<file path="src/rtl/core/cqsd_pkg.sv">
// Shared types, constants and helper functions for the quoted string decoder.
// Used by cqsd_decode and css_quoted_string_decoder_unit; depends on nothing.
`default_nettype none

package cqsd_pkg;

  localparam int MaxHexDigits = 6;
  localparam int HexCntW      = 3;
  localparam int MaxRes       = 5;
  localparam int ResCntW      = 3;
  localparam int CpW          = 21;

  localparam logic [7:0]  CharDquote = 8'h22;
  localparam logic [7:0]  CharSquote = 8'h27;
  localparam logic [7:0]  CharBslash = 8'h5C;
  localparam logic [20:0] CpReplace  = 21'h00FFFD;
  localparam logic [23:0] SurrLo     = 24'h00D800;
  localparam logic [23:0] SurrHi     = 24'h00DFFF;
  localparam logic [23:0] CpMax      = 24'h10FFFF;

  typedef enum logic [2:0] {
    MODE_IDLE,
    MODE_BODY,
    MODE_ESC,
    MODE_HEX
  } mode_e;

  typedef enum logic [1:0] {
    ERR_NONE,
    ERR_NO_OPEN,
    ERR_UNTERM
  } err_e;

  typedef struct packed {
    mode_e                mode;
    logic                 dquote;
    logic [23:0]          hex;
    logic [HexCntW-1:0]   hex_cnt;
  } state_t;

  typedef struct packed {
    logic [7:0] data;
    logic       vld;
    logic       done;
    err_e       err;
  } res_t;

  typedef struct packed {
    logic [3:0][7:0] bytes;
    logic [2:0]      cnt;
  } utf8_t;

  function automatic logic is_newline(input logic [7:0] b);
    return (b == 8'h0A) || (b == 8'h0D) || (b == 8'h0C);
  endfunction

  function automatic logic is_space(input logic [7:0] b);
    return (b == 8'h20) || (b == 8'h09) || is_newline(b);
  endfunction

  // Bit 4 flags a hex digit, bits 3:0 carry its value.
  function automatic logic [4:0] hex_of(input logic [7:0] b);
    logic [4:0] r;
    r = '0;
    if (b >= 8'h30 && b <= 8'h39) begin
      r = {1'b1, 4'(b - 8'h30)};
    end else if (b >= 8'h41 && b <= 8'h46) begin
      r = {1'b1, 4'(b - 8'h37)};
    end else if (b >= 8'h61 && b <= 8'h66) begin
      r = {1'b1, 4'(b - 8'h57)};
    end
    return r;
  endfunction

  function automatic utf8_t utf8_enc(input logic [CpW-1:0] cp);
    utf8_t u;
    u = '0;
    if (cp < 21'h80) begin
      u.cnt      = 3'd1;
      u.bytes[0] = cp[7:0];
    end else if (cp < 21'h800) begin
      u.cnt      = 3'd2;
      u.bytes[0] = {3'b110, cp[10:6]};
      u.bytes[1] = {2'b10, cp[5:0]};
    end else if (cp < 21'h10000) begin
      u.cnt      = 3'd3;
      u.bytes[0] = {4'b1110, cp[15:12]};
      u.bytes[1] = {2'b10, cp[11:6]};
      u.bytes[2] = {2'b10, cp[5:0]};
    end else begin
      u.cnt      = 3'd4;
      u.bytes[0] = {5'b11110, cp[20:18]};
      u.bytes[1] = {2'b10, cp[17:12]};
      u.bytes[2] = {2'b10, cp[11:6]};
      u.bytes[3] = {2'b10, cp[5:0]};
    end
    return u;
  endfunction

endpackage

`default_nettype wire

</file>
<file path="src/rtl/core/cqsd_decode.sv">
// Combinational decode of one source byte against the parser state.
// Produces the next state and up to five result beats; uses cqsd_pkg.
`default_nettype none

module cqsd_decode
  import cqsd_pkg::*;
(
  input  state_t                   state_i,
  input  logic [7:0]               in_byte_i,
  input  logic                     eoi_i,
  output state_t                   state_o,
  output res_t [MaxRes-1:0]        res_o,
  output logic [ResCntW-1:0]       res_cnt_o
);

  always_comb begin
    state_t             nst;
    res_t [MaxRes-1:0]  res;
    logic [ResCntW-1:0] n;
    logic               emit_cp;
    logic [CpW-1:0]     cp;
    logic               do_body;
    logic [4:0]         hx;
    logic               bad;
    logic [7:0]         qch;
    res_t               body_res;
    logic               body_put;
    utf8_t              u;

    nst      = state_i;
    res      = '0;
    n        = '0;
    emit_cp  = 1'b0;
    cp       = '0;
    do_body  = 1'b0;
    hx       = hex_of(in_byte_i);
    bad      = (state_i.hex == 24'd0) ||
               (state_i.hex >= SurrLo && state_i.hex <= SurrHi) ||
               (state_i.hex > CpMax);
    qch      = state_i.dquote ? CharDquote : CharSquote;
    body_res = '0;
    body_put = 1'b0;
    u        = '0;

    unique case (state_i.mode)
      MODE_BODY: begin
        if (eoi_i) begin
          res[0].err = ERR_UNTERM;
          n          = 3'd1;
          nst.mode   = MODE_IDLE;
        end else begin
          do_body = 1'b1;
        end
      end
      MODE_ESC: begin
        if (eoi_i) begin
          res[0].err = ERR_UNTERM;
          n          = 3'd1;
          nst.mode   = MODE_IDLE;
        end else if (is_newline(in_byte_i)) begin
          nst.mode = MODE_BODY;
        end else if (hx[4]) begin
          nst.hex     = {20'd0, hx[3:0]};
          nst.hex_cnt = 3'd1;
          nst.mode    = MODE_HEX;
        end else begin
          emit_cp  = 1'b1;
          cp       = (in_byte_i == 8'd0) ? CpReplace : {13'd0, in_byte_i};
          nst.mode = MODE_BODY;
        end
      end
      MODE_HEX: begin
        if (eoi_i) begin
          res[0].err = ERR_UNTERM;
          n          = 3'd1;
          nst.mode   = MODE_IDLE;
        end else if (hx[4] && state_i.hex_cnt < HexCntW'(MaxHexDigits)) begin
          nst.hex     = {state_i.hex[19:0], hx[3:0]};
          nst.hex_cnt = state_i.hex_cnt + 3'd1;
        end else begin
          emit_cp     = 1'b1;
          cp          = bad ? CpReplace : state_i.hex[CpW-1:0];
          nst.hex     = '0;
          nst.hex_cnt = '0;
          nst.mode    = MODE_BODY;
          do_body     = !is_space(in_byte_i);
        end
      end
      default: begin
        nst.mode = MODE_IDLE;
        if (!eoi_i && (in_byte_i == CharDquote || in_byte_i == CharSquote)) begin
          nst.dquote = (in_byte_i == CharDquote);
          nst.mode   = MODE_BODY;
        end else begin
          res[0].err = ERR_NO_OPEN;
          n          = 3'd1;
        end
      end
    endcase

    if (emit_cp) begin
      u = utf8_enc(cp);
      for (int i = 0; i < 4; i++) begin
        if (3'(i) < u.cnt) begin
          res[i].data = u.bytes[i];
          res[i].vld  = 1'b1;
        end
      end
      n = u.cnt;
    end

    if (do_body) begin
      if (in_byte_i == qch) begin
        body_res.done = 1'b1;
        body_put      = 1'b1;
        nst.mode      = MODE_IDLE;
      end else if (in_byte_i == 8'd0 || is_newline(in_byte_i)) begin
        body_res.err = ERR_UNTERM;
        body_put     = 1'b1;
        nst.mode     = MODE_IDLE;
      end else if (in_byte_i == CharBslash) begin
        nst.mode = MODE_ESC;
      end else begin
        body_res.data = in_byte_i;
        body_res.vld  = 1'b1;
        body_put      = 1'b1;
        nst.mode      = MODE_BODY;
      end
    end

    if (body_put) begin
      for (int i = 0; i < MaxRes; i++) begin
        if (3'(i) == n) begin
          res[i] = body_res;
        end
      end
      n = n + 3'd1;
    end

    state_o   = nst;
    res_o     = res;
    res_cnt_o = n;
  end

endmodule

`default_nettype wire

</file>
<file path="src/rtl/core/css_quoted_string_decoder_unit.sv">
// Top level of the quoted CSS string decoder: input register, decode, result buffer.
// Depends on cqsd_pkg and cqsd_decode.
//
//   channel  direction  handshake               payload
//   in       sink       in_valid_i / in_stall_o  in_byte_i, end_of_input_i
//   out      source     out_valid_o / out_stall_i out_byte_o, byte_valid_o,
//                                               string_done_o, error_code_o,
//                                               last_of_run_o
//
// A byte is decoded combinationally from the input register; its results land in a
// five-entry result buffer, which sends one beat per cycle unless out_stall_i is high.
// Without stalls, a byte giving zero or one beat keeps the rate at one byte per cycle;
// a byte giving more beats holds the input, as the result buffer has one output port.
// Reset returns the parser to idle, awaiting an opening quote, with both stages empty.
// Output stalls back up into the input register and then onto in_stall_o.
`default_nettype none

module css_quoted_string_decoder_unit
  import cqsd_pkg::*;
(
  input  logic       clk_i,
  input  logic       rst_ni,
  input  logic       in_valid_i,
  output logic       in_stall_o,
  input  logic [7:0] in_byte_i,
  input  logic       end_of_input_i,
  output logic       out_valid_o,
  input  logic       out_stall_i,
  output logic [7:0] out_byte_o,
  output logic       byte_valid_o,
  output logic       string_done_o,
  output logic [1:0] error_code_o,
  output logic       last_of_run_o
);

  logic                in_vld_q, in_vld_d;
  logic [7:0]          in_byte_q;
  logic                in_eoi_q;
  state_t              state_q, state_d;
  res_t [MaxRes-1:0]   res_q, res_d;
  logic [ResCntW-1:0]  res_cnt_q, res_cnt_d;
  logic [ResCntW-1:0]  rd_idx_q, rd_idx_d;
  logic [ResCntW-1:0]  rd_idx_inc;
  state_t              dec_state;
  res_t [MaxRes-1:0]   dec_res;
  logic [ResCntW-1:0]  dec_cnt;
  logic                in_acc, out_take, buf_free, adv;
  res_t                cur;

  cqsd_decode u_decode (
    .state_i   (state_q),
    .in_byte_i (in_byte_q),
    .eoi_i     (in_eoi_q),
    .state_o   (dec_state),
    .res_o     (dec_res),
    .res_cnt_o (dec_cnt)
  );

  assign rd_idx_inc  = rd_idx_q + 3'd1;
  assign out_valid_o = (rd_idx_q != res_cnt_q);
  assign out_take    = out_valid_o && !out_stall_i;
  assign buf_free    = !out_valid_o || (out_take && (rd_idx_inc == res_cnt_q));
  assign adv         = in_vld_q && buf_free;
  assign in_stall_o  = in_vld_q && !adv;
  assign in_acc      = in_valid_i && !in_stall_o;
  assign in_vld_d    = in_acc || (in_vld_q && !adv);

  assign state_d   = adv ? dec_state : state_q;
  assign res_d     = adv ? dec_res : res_q;
  assign res_cnt_d = adv ? dec_cnt : res_cnt_q;
  assign rd_idx_d  = adv ? '0 : (out_take ? rd_idx_inc : rd_idx_q);

  always_ff @(posedge clk_i or negedge rst_ni) begin
    if (!rst_ni) begin
      in_vld_q  <= 1'b0;
      state_q   <= '{mode: MODE_IDLE, dquote: 1'b0, hex: '0, hex_cnt: '0};
      res_cnt_q <= '0;
      rd_idx_q  <= '0;
    end else begin
      in_vld_q  <= in_vld_d;
      state_q   <= state_d;
      res_cnt_q <= res_cnt_d;
      rd_idx_q  <= rd_idx_d;
    end
  end

  always_ff @(posedge clk_i) begin
    if (in_acc) begin
      in_byte_q <= in_byte_i;
      in_eoi_q  <= end_of_input_i;
    end
    res_q <= res_d;
  end

  assign cur           = res_q[rd_idx_q];
  assign out_byte_o    = cur.data;
  assign byte_valid_o  = cur.vld;
  assign string_done_o = cur.done;
  assign error_code_o  = cur.err;
  assign last_of_run_o = (rd_idx_inc == res_cnt_q);

`ifndef SYNTH
  a_buf_bounds: assert property (@(posedge clk_i) disable iff (!rst_ni)
    (res_cnt_q <= 3'(MaxRes)) && (rd_idx_q <= res_cnt_q))
    else $error("result buffer count or read index out of range");

  a_done_is_last: assert property (@(posedge clk_i) disable iff (!rst_ni)
    (out_valid_o && string_done_o) |-> (last_of_run_o && !byte_valid_o))
    else $error("closing quote beat is not the last beat of its byte");

  a_err_is_last: assert property (@(posedge clk_i) disable iff (!rst_ni)
    (out_valid_o && (error_code_o != ERR_NONE)) |-> (last_of_run_o && !byte_valid_o))
    else $error("error beat is not a lone final beat");

  a_done_to_idle: assert property (@(posedge clk_i) disable iff (!rst_ni)
    (adv && (dec_cnt != 3'd0) && dec_res[dec_cnt - 3'd1].done) |=>
      (state_q.mode == MODE_IDLE))
    else $error("parser did not return to idle after closing quote");
`endif

endmodule

`default_nettype wire
</file>
<file path="config.mk">
export PLATFORM = sky130hd
export DESIGN_NAME = css_quoted_string_decoder_unit
export DESIGN_NICKNAME = d
export VERILOG_FILES = /design/src/rtl/core/cqsd_pkg.sv /design/src/rtl/core/cqsd_decode.sv /design/src/rtl/core/css_quoted_string_decoder_unit.sv
export SDC_FILE = /design/constraint.sdc
export NUM_CORES = 1
export LEC_CHECK = 0
export ABC_AREA = 0
export BUFFER_PORTS_ARGS = -buffer_cell sky130_fd_sc_hd__buf_2
export CORE_AREA = 2 2 98 100
export CTS_CLUSTER_SIZE = 28
export DETAILED_ROUTE_END_ITERATION = 16
export DIE_AREA = 0 0 100 102
export GPL_TIMING_DRIVEN = 0
export HOLD_SLACK_MARGIN = 0.02
export PLACE_DENSITY = 0.84
export SLEW_MARGIN = 0
export SYNTH_ARGS = -nofsm -noshare
export SYNTH_HDL_FRONTEND = slang
export SYNTH_SLANG_ARGS = --single-unit
</file>
<file path="constraint.sdc">
create_clock -name clk_i -period 10.6 [get_ports clk_i]
set_clock_uncertainty 0.2 [all_clocks]
set_input_delay 0.53 -clock clk_i [delete_from_list [all_inputs] [get_ports clk_i]]
set_output_delay 0.53 -clock clk_i [all_outputs]
set_load 0.05 [all_outputs]
</file>
==> out/summary.md <==
The count of antenna diodes in the layout was 0. Via count of the first global-routing pass: 4717. The tools report the number of rows created at floorplan as 35.

On the critical path, the stage with the largest delay is an instance of edfxtp_1. The core footprint came out at 9110 um2. Summing every instance area after synthesis gives 6020 um2. The total via count after detailed routing is 5057, and the via density per instance is 6.78. Setup violations remaining at the end of the flow were counted as 0. A synthesized cell averages 10.2 um2. The tools report the post-CTS setup buffer count as 0.

The most area-hungry cell type in the Yosys netlist was edfxtp_1. The final number of max-transition violations was 0. Synthesis produced a netlist with a net count of 614. For the number of unique standard cell types used by synthesis, the log shows 88.

For the initial antenna violation count, the log shows 0. Clock tree synthesis inserted a total of 9 buffers. At the placement stage, the worst setup path has a slack of 6030 ps. The reg-to-reg critical path endpoint is res_q[47]$_DFFE_PP_.

Across the run, the number of max-cap violations was 0. The final layout contains routed wiring with a total length of 15300 um. The combinational fraction of design power was 55.2%; the time the worst path needs with I/O delays and setup was 4690 ps. The count of buffers added on input and output ports is 27.

For the internal portion of total power, the log shows 0.00121 W. During synthesis, Yosys emitted a total of 0 warnings. TritonCTS built the clock tree. The data required time of the critical path came out at 10540 ps. Synthesis produced 591 cells.

Compared with the post-synthesis result, the final layout area differs by 8.05%. Setup repair after global routing left no endpoint under its margin. Highest fanout seen on the critical path: 10.

After layout, the worst path uses 44.2% of the clock period. Global routing consumed, over all layers together, 31.6% of the routing resources. For the pin with the worst max-slew slack, the measured transition is 831 ps.

The dominant cell by count in the synthesized netlist is nand2_1. The horizontal die dimension is 100 um, and the share of flip-flops with an asynchronous set or reset after synthesis is 36.3%. From bottom edge to top edge, the die measures 102 um. The maximum cell stage delay along the critical path is 590 ps, and the net switching power figure is 0.00116 W.

For the maximum clock frequency, the log shows 213 MHz. The maximum clock path buffer count came out at 2. Area share of the leading cell type in the synthesized netlist: 32.4%. In this run the remaining antenna-violating nets after routing total 0.

Counting flops and latches in the post-synthesis netlist gives 102. For this run, design rule violations remaining after detail routing come to 0. For this block, the initial DRC count from the detailed router was 545.

Across all setup checks in the final design, the least slack found is 5910 ps. IR analysis of the VDD net gives a maximum drop of 181 uV. Of the synthesized area, sequential elements account for 47.8%. The first TritonRoute pass finished after 5 iterations.

The critical path goes through inv_1 -> ha_1 -> or4b_1 -> nor4_1 -> buf_2 -> nand3_1 -> nand3_1 -> a32oi_4 -> inv_1 -> ha_1 -> ha_1 -> nand3_1 -> buf_2 -> nand2_1 -> o21ai_0. The first global-routing pass estimated 24700 um of wire. Yosys mapped a number of flops with a built-in enable equal to 65. After global routing the overflow that remains totals 0. The placed instances occupy a cell area of 6310 um2. The kind of critical path is reg2reg. The die covers 10200 um2. For the worst-skew pair, the clock arrives at the later sink with an insertion delay of 380 ps. The logs give 0 ps for the setup total negative slack and 44.6% for the relative slew slack. The clock-pin slew on the worst setup and hold paths was 110 ps; the total power divided by cell area was 364 nW/um2. For the worst flop-to-flop path, the logic depth is 15. Starting density of the core: 66.1%. In the final layout, the share of cells above drive strength 1 is 17.3%. For this design the static power due to leakage is 2.38 nW. The logs give 4630 ps for the arrival time of data at the critical path endpoint and 0 for the number of hold buffers added after cts. The tools report the total I/O pin count as 28. Routability-driven placement finished with a final weighted congestion of 0.960.

The flow ran to the end, and the final reports show no timing, DRC or antenna violations. Cell at the root of the clock tree: clkbuf_8. The worst setup path is captured at a register.

In this run switching power makes up 49.1% of total power. Counting instances in the post-synthesis netlist gives the leading cell types as nand2_1, edfxtp_1, o21ai_0, nor2_1, dfrtp_1. Dividing the detail-routed wire length by the instance count gives 20.5 um. The tools report the clock network fraction of total power as 10.1%. The startpoint identified for the worst register-to-register timing path is in_byte_q[0]$_DFFE_PP_. In the post-synthesis netlist, the biggest area contributors are edfxtp_1, dfrtp_1, nand2_1.

Worst min-delay path category: in2async. After the last flow step, the layout net total stands at 653. The worst register-to-register path has a setup slack of 5910 ps. After legalization and detailed placement, the total HPWL measured 11200 um.

Summing all non-filler instances in the final layout gives an area of 6500 um2. In the synthesized netlist the dominant register cell turns out to be edfxtp_1. The H-tree generated during clock tree synthesis spans 3 levels.

The sink count of the clock tree is 102. Of the total power, registers draw 34.7%. In this run, post-CTS repair resized a total of 0 instances. The worst setup path is launched from a register. The tools report the maximum number of pins on one net before global-route repair as 44. The tools report the hold violation count in the final report as 0.
[through the flow]
step                util, %  total power, W  std cells  hold slack [ps]
CTS                    71.4         0.00235        746             65.5
floorplan                 -         0.00177        591             34.4
global route           71.4         0.00250        746             98.3
finish                 71.4         0.00237        746             36.8
detailed placement     69.3         0.00211        730              278
global placement       69.1         0.00206        729              265
[power by group through the flow]
stage	sequential, W	clock (W)	combinational [W]
floorplan	0.000789	0	0.000982
global placement	0.000830	0	0.00123
detailed placement	0.000827	0	0.00128
CTS	0.000817	0.000241	0.00129
global route	0.000842	0.000259	0.00140
finish	0.000822	0.000240	0.00131
[cells by family after synthesis]
| family | count (synthesis) | share of synthesized area, % |
|---|---|---|
| buf+inv | 62 | 4.53 |
| mux | 21 | 5.86 |
| xor+xnor | 11 | 1.60 |
| simple gates | 230 | 19.4 |
| compound gates | 155 | 18.7 |
| fa+ha+maj | 10 | 2.08 |
| flops | 102 | 47.8 |
[how the worst max path moves through the flow]
stage                                        from                  end  slack [ps]  cells past startpoint
after floorplan           rd_idx_q[0]$_DFFE_PN0P_   res_q[0]$_DFFE_PP_        6390                      6
after global placement    rd_idx_q[0]$_DFFE_PN0P_  res_q[32]$_DFFE_PP_        6050                      5
after detailed placement   in_byte_q[0]$_DFFE_PP_  res_q[47]$_DFFE_PP_        6030                     15
after CTS                  in_byte_q[0]$_DFFE_PP_  res_q[47]$_DFFE_PP_        6020                     15
after global routing       in_byte_q[0]$_DFFE_PP_  res_q[45]$_DFFE_PP_        5650                     15
final                      in_byte_q[0]$_DFFE_PP_  res_q[47]$_DFFE_PP_        5910                     15
[metal layers]
layer	vias up	part of all wire [%]	GRT usage, %
li1	2269	-	-
met1	2457	41	43.6
met2	284	48	51.9
met3	47	8.1	4.24
met4	0	3.1	11.7
met5	-	0	0
[worst max-delay path, delay by kind of cell, from the launching register on]
family | cells | cell delay (ps)
AND/OR/NAND/NOR | 6 | 1780
buffers and inverters | 4 | 990
adder cells (fa/ha/maj) | 3 | 650
flip-flops | 1 | 590
AO/OA/AOI/OAI | 2 | 250
[layout by cell type, fill, tap and decap left out, types with 9 or more instances in the layout]
cell and count:
a21oi_1 22, buf_2 37, clkbuf_1 18, clkbuf_8 9, dfrtp_1 37, edfxtp_1 65
ha_1 10, inv_1 23, mux4_2 11, nand2_1 86, nand3_1 15, nor2_1 54
nor3_1 11, o21ai_0 56, o22ai_1 12, o31ai_1 9
[layout make-up]
class / count / area (um2)
sequential: 102 / 2880
fill: 712 / 2610
buffer: 37 / 180
tap: 111 / 139
multi-input combinational: 427 / 2870
timing repair buffer: 28 / 155
clock inverter: 7 / 65.1
clock buffer: 9 / 124
inverter: 25 / 93.8
[flip-flops by register name (all words and copies together) (netlist names)]
register,cells
res_cnt_q,3
state_q,30
in_vld_q,1
in_eoi_q,1
rd_idx_q,3
res_q,56
in_byte_q,8
Note: power is estimated with default switching activity, not from simulation.
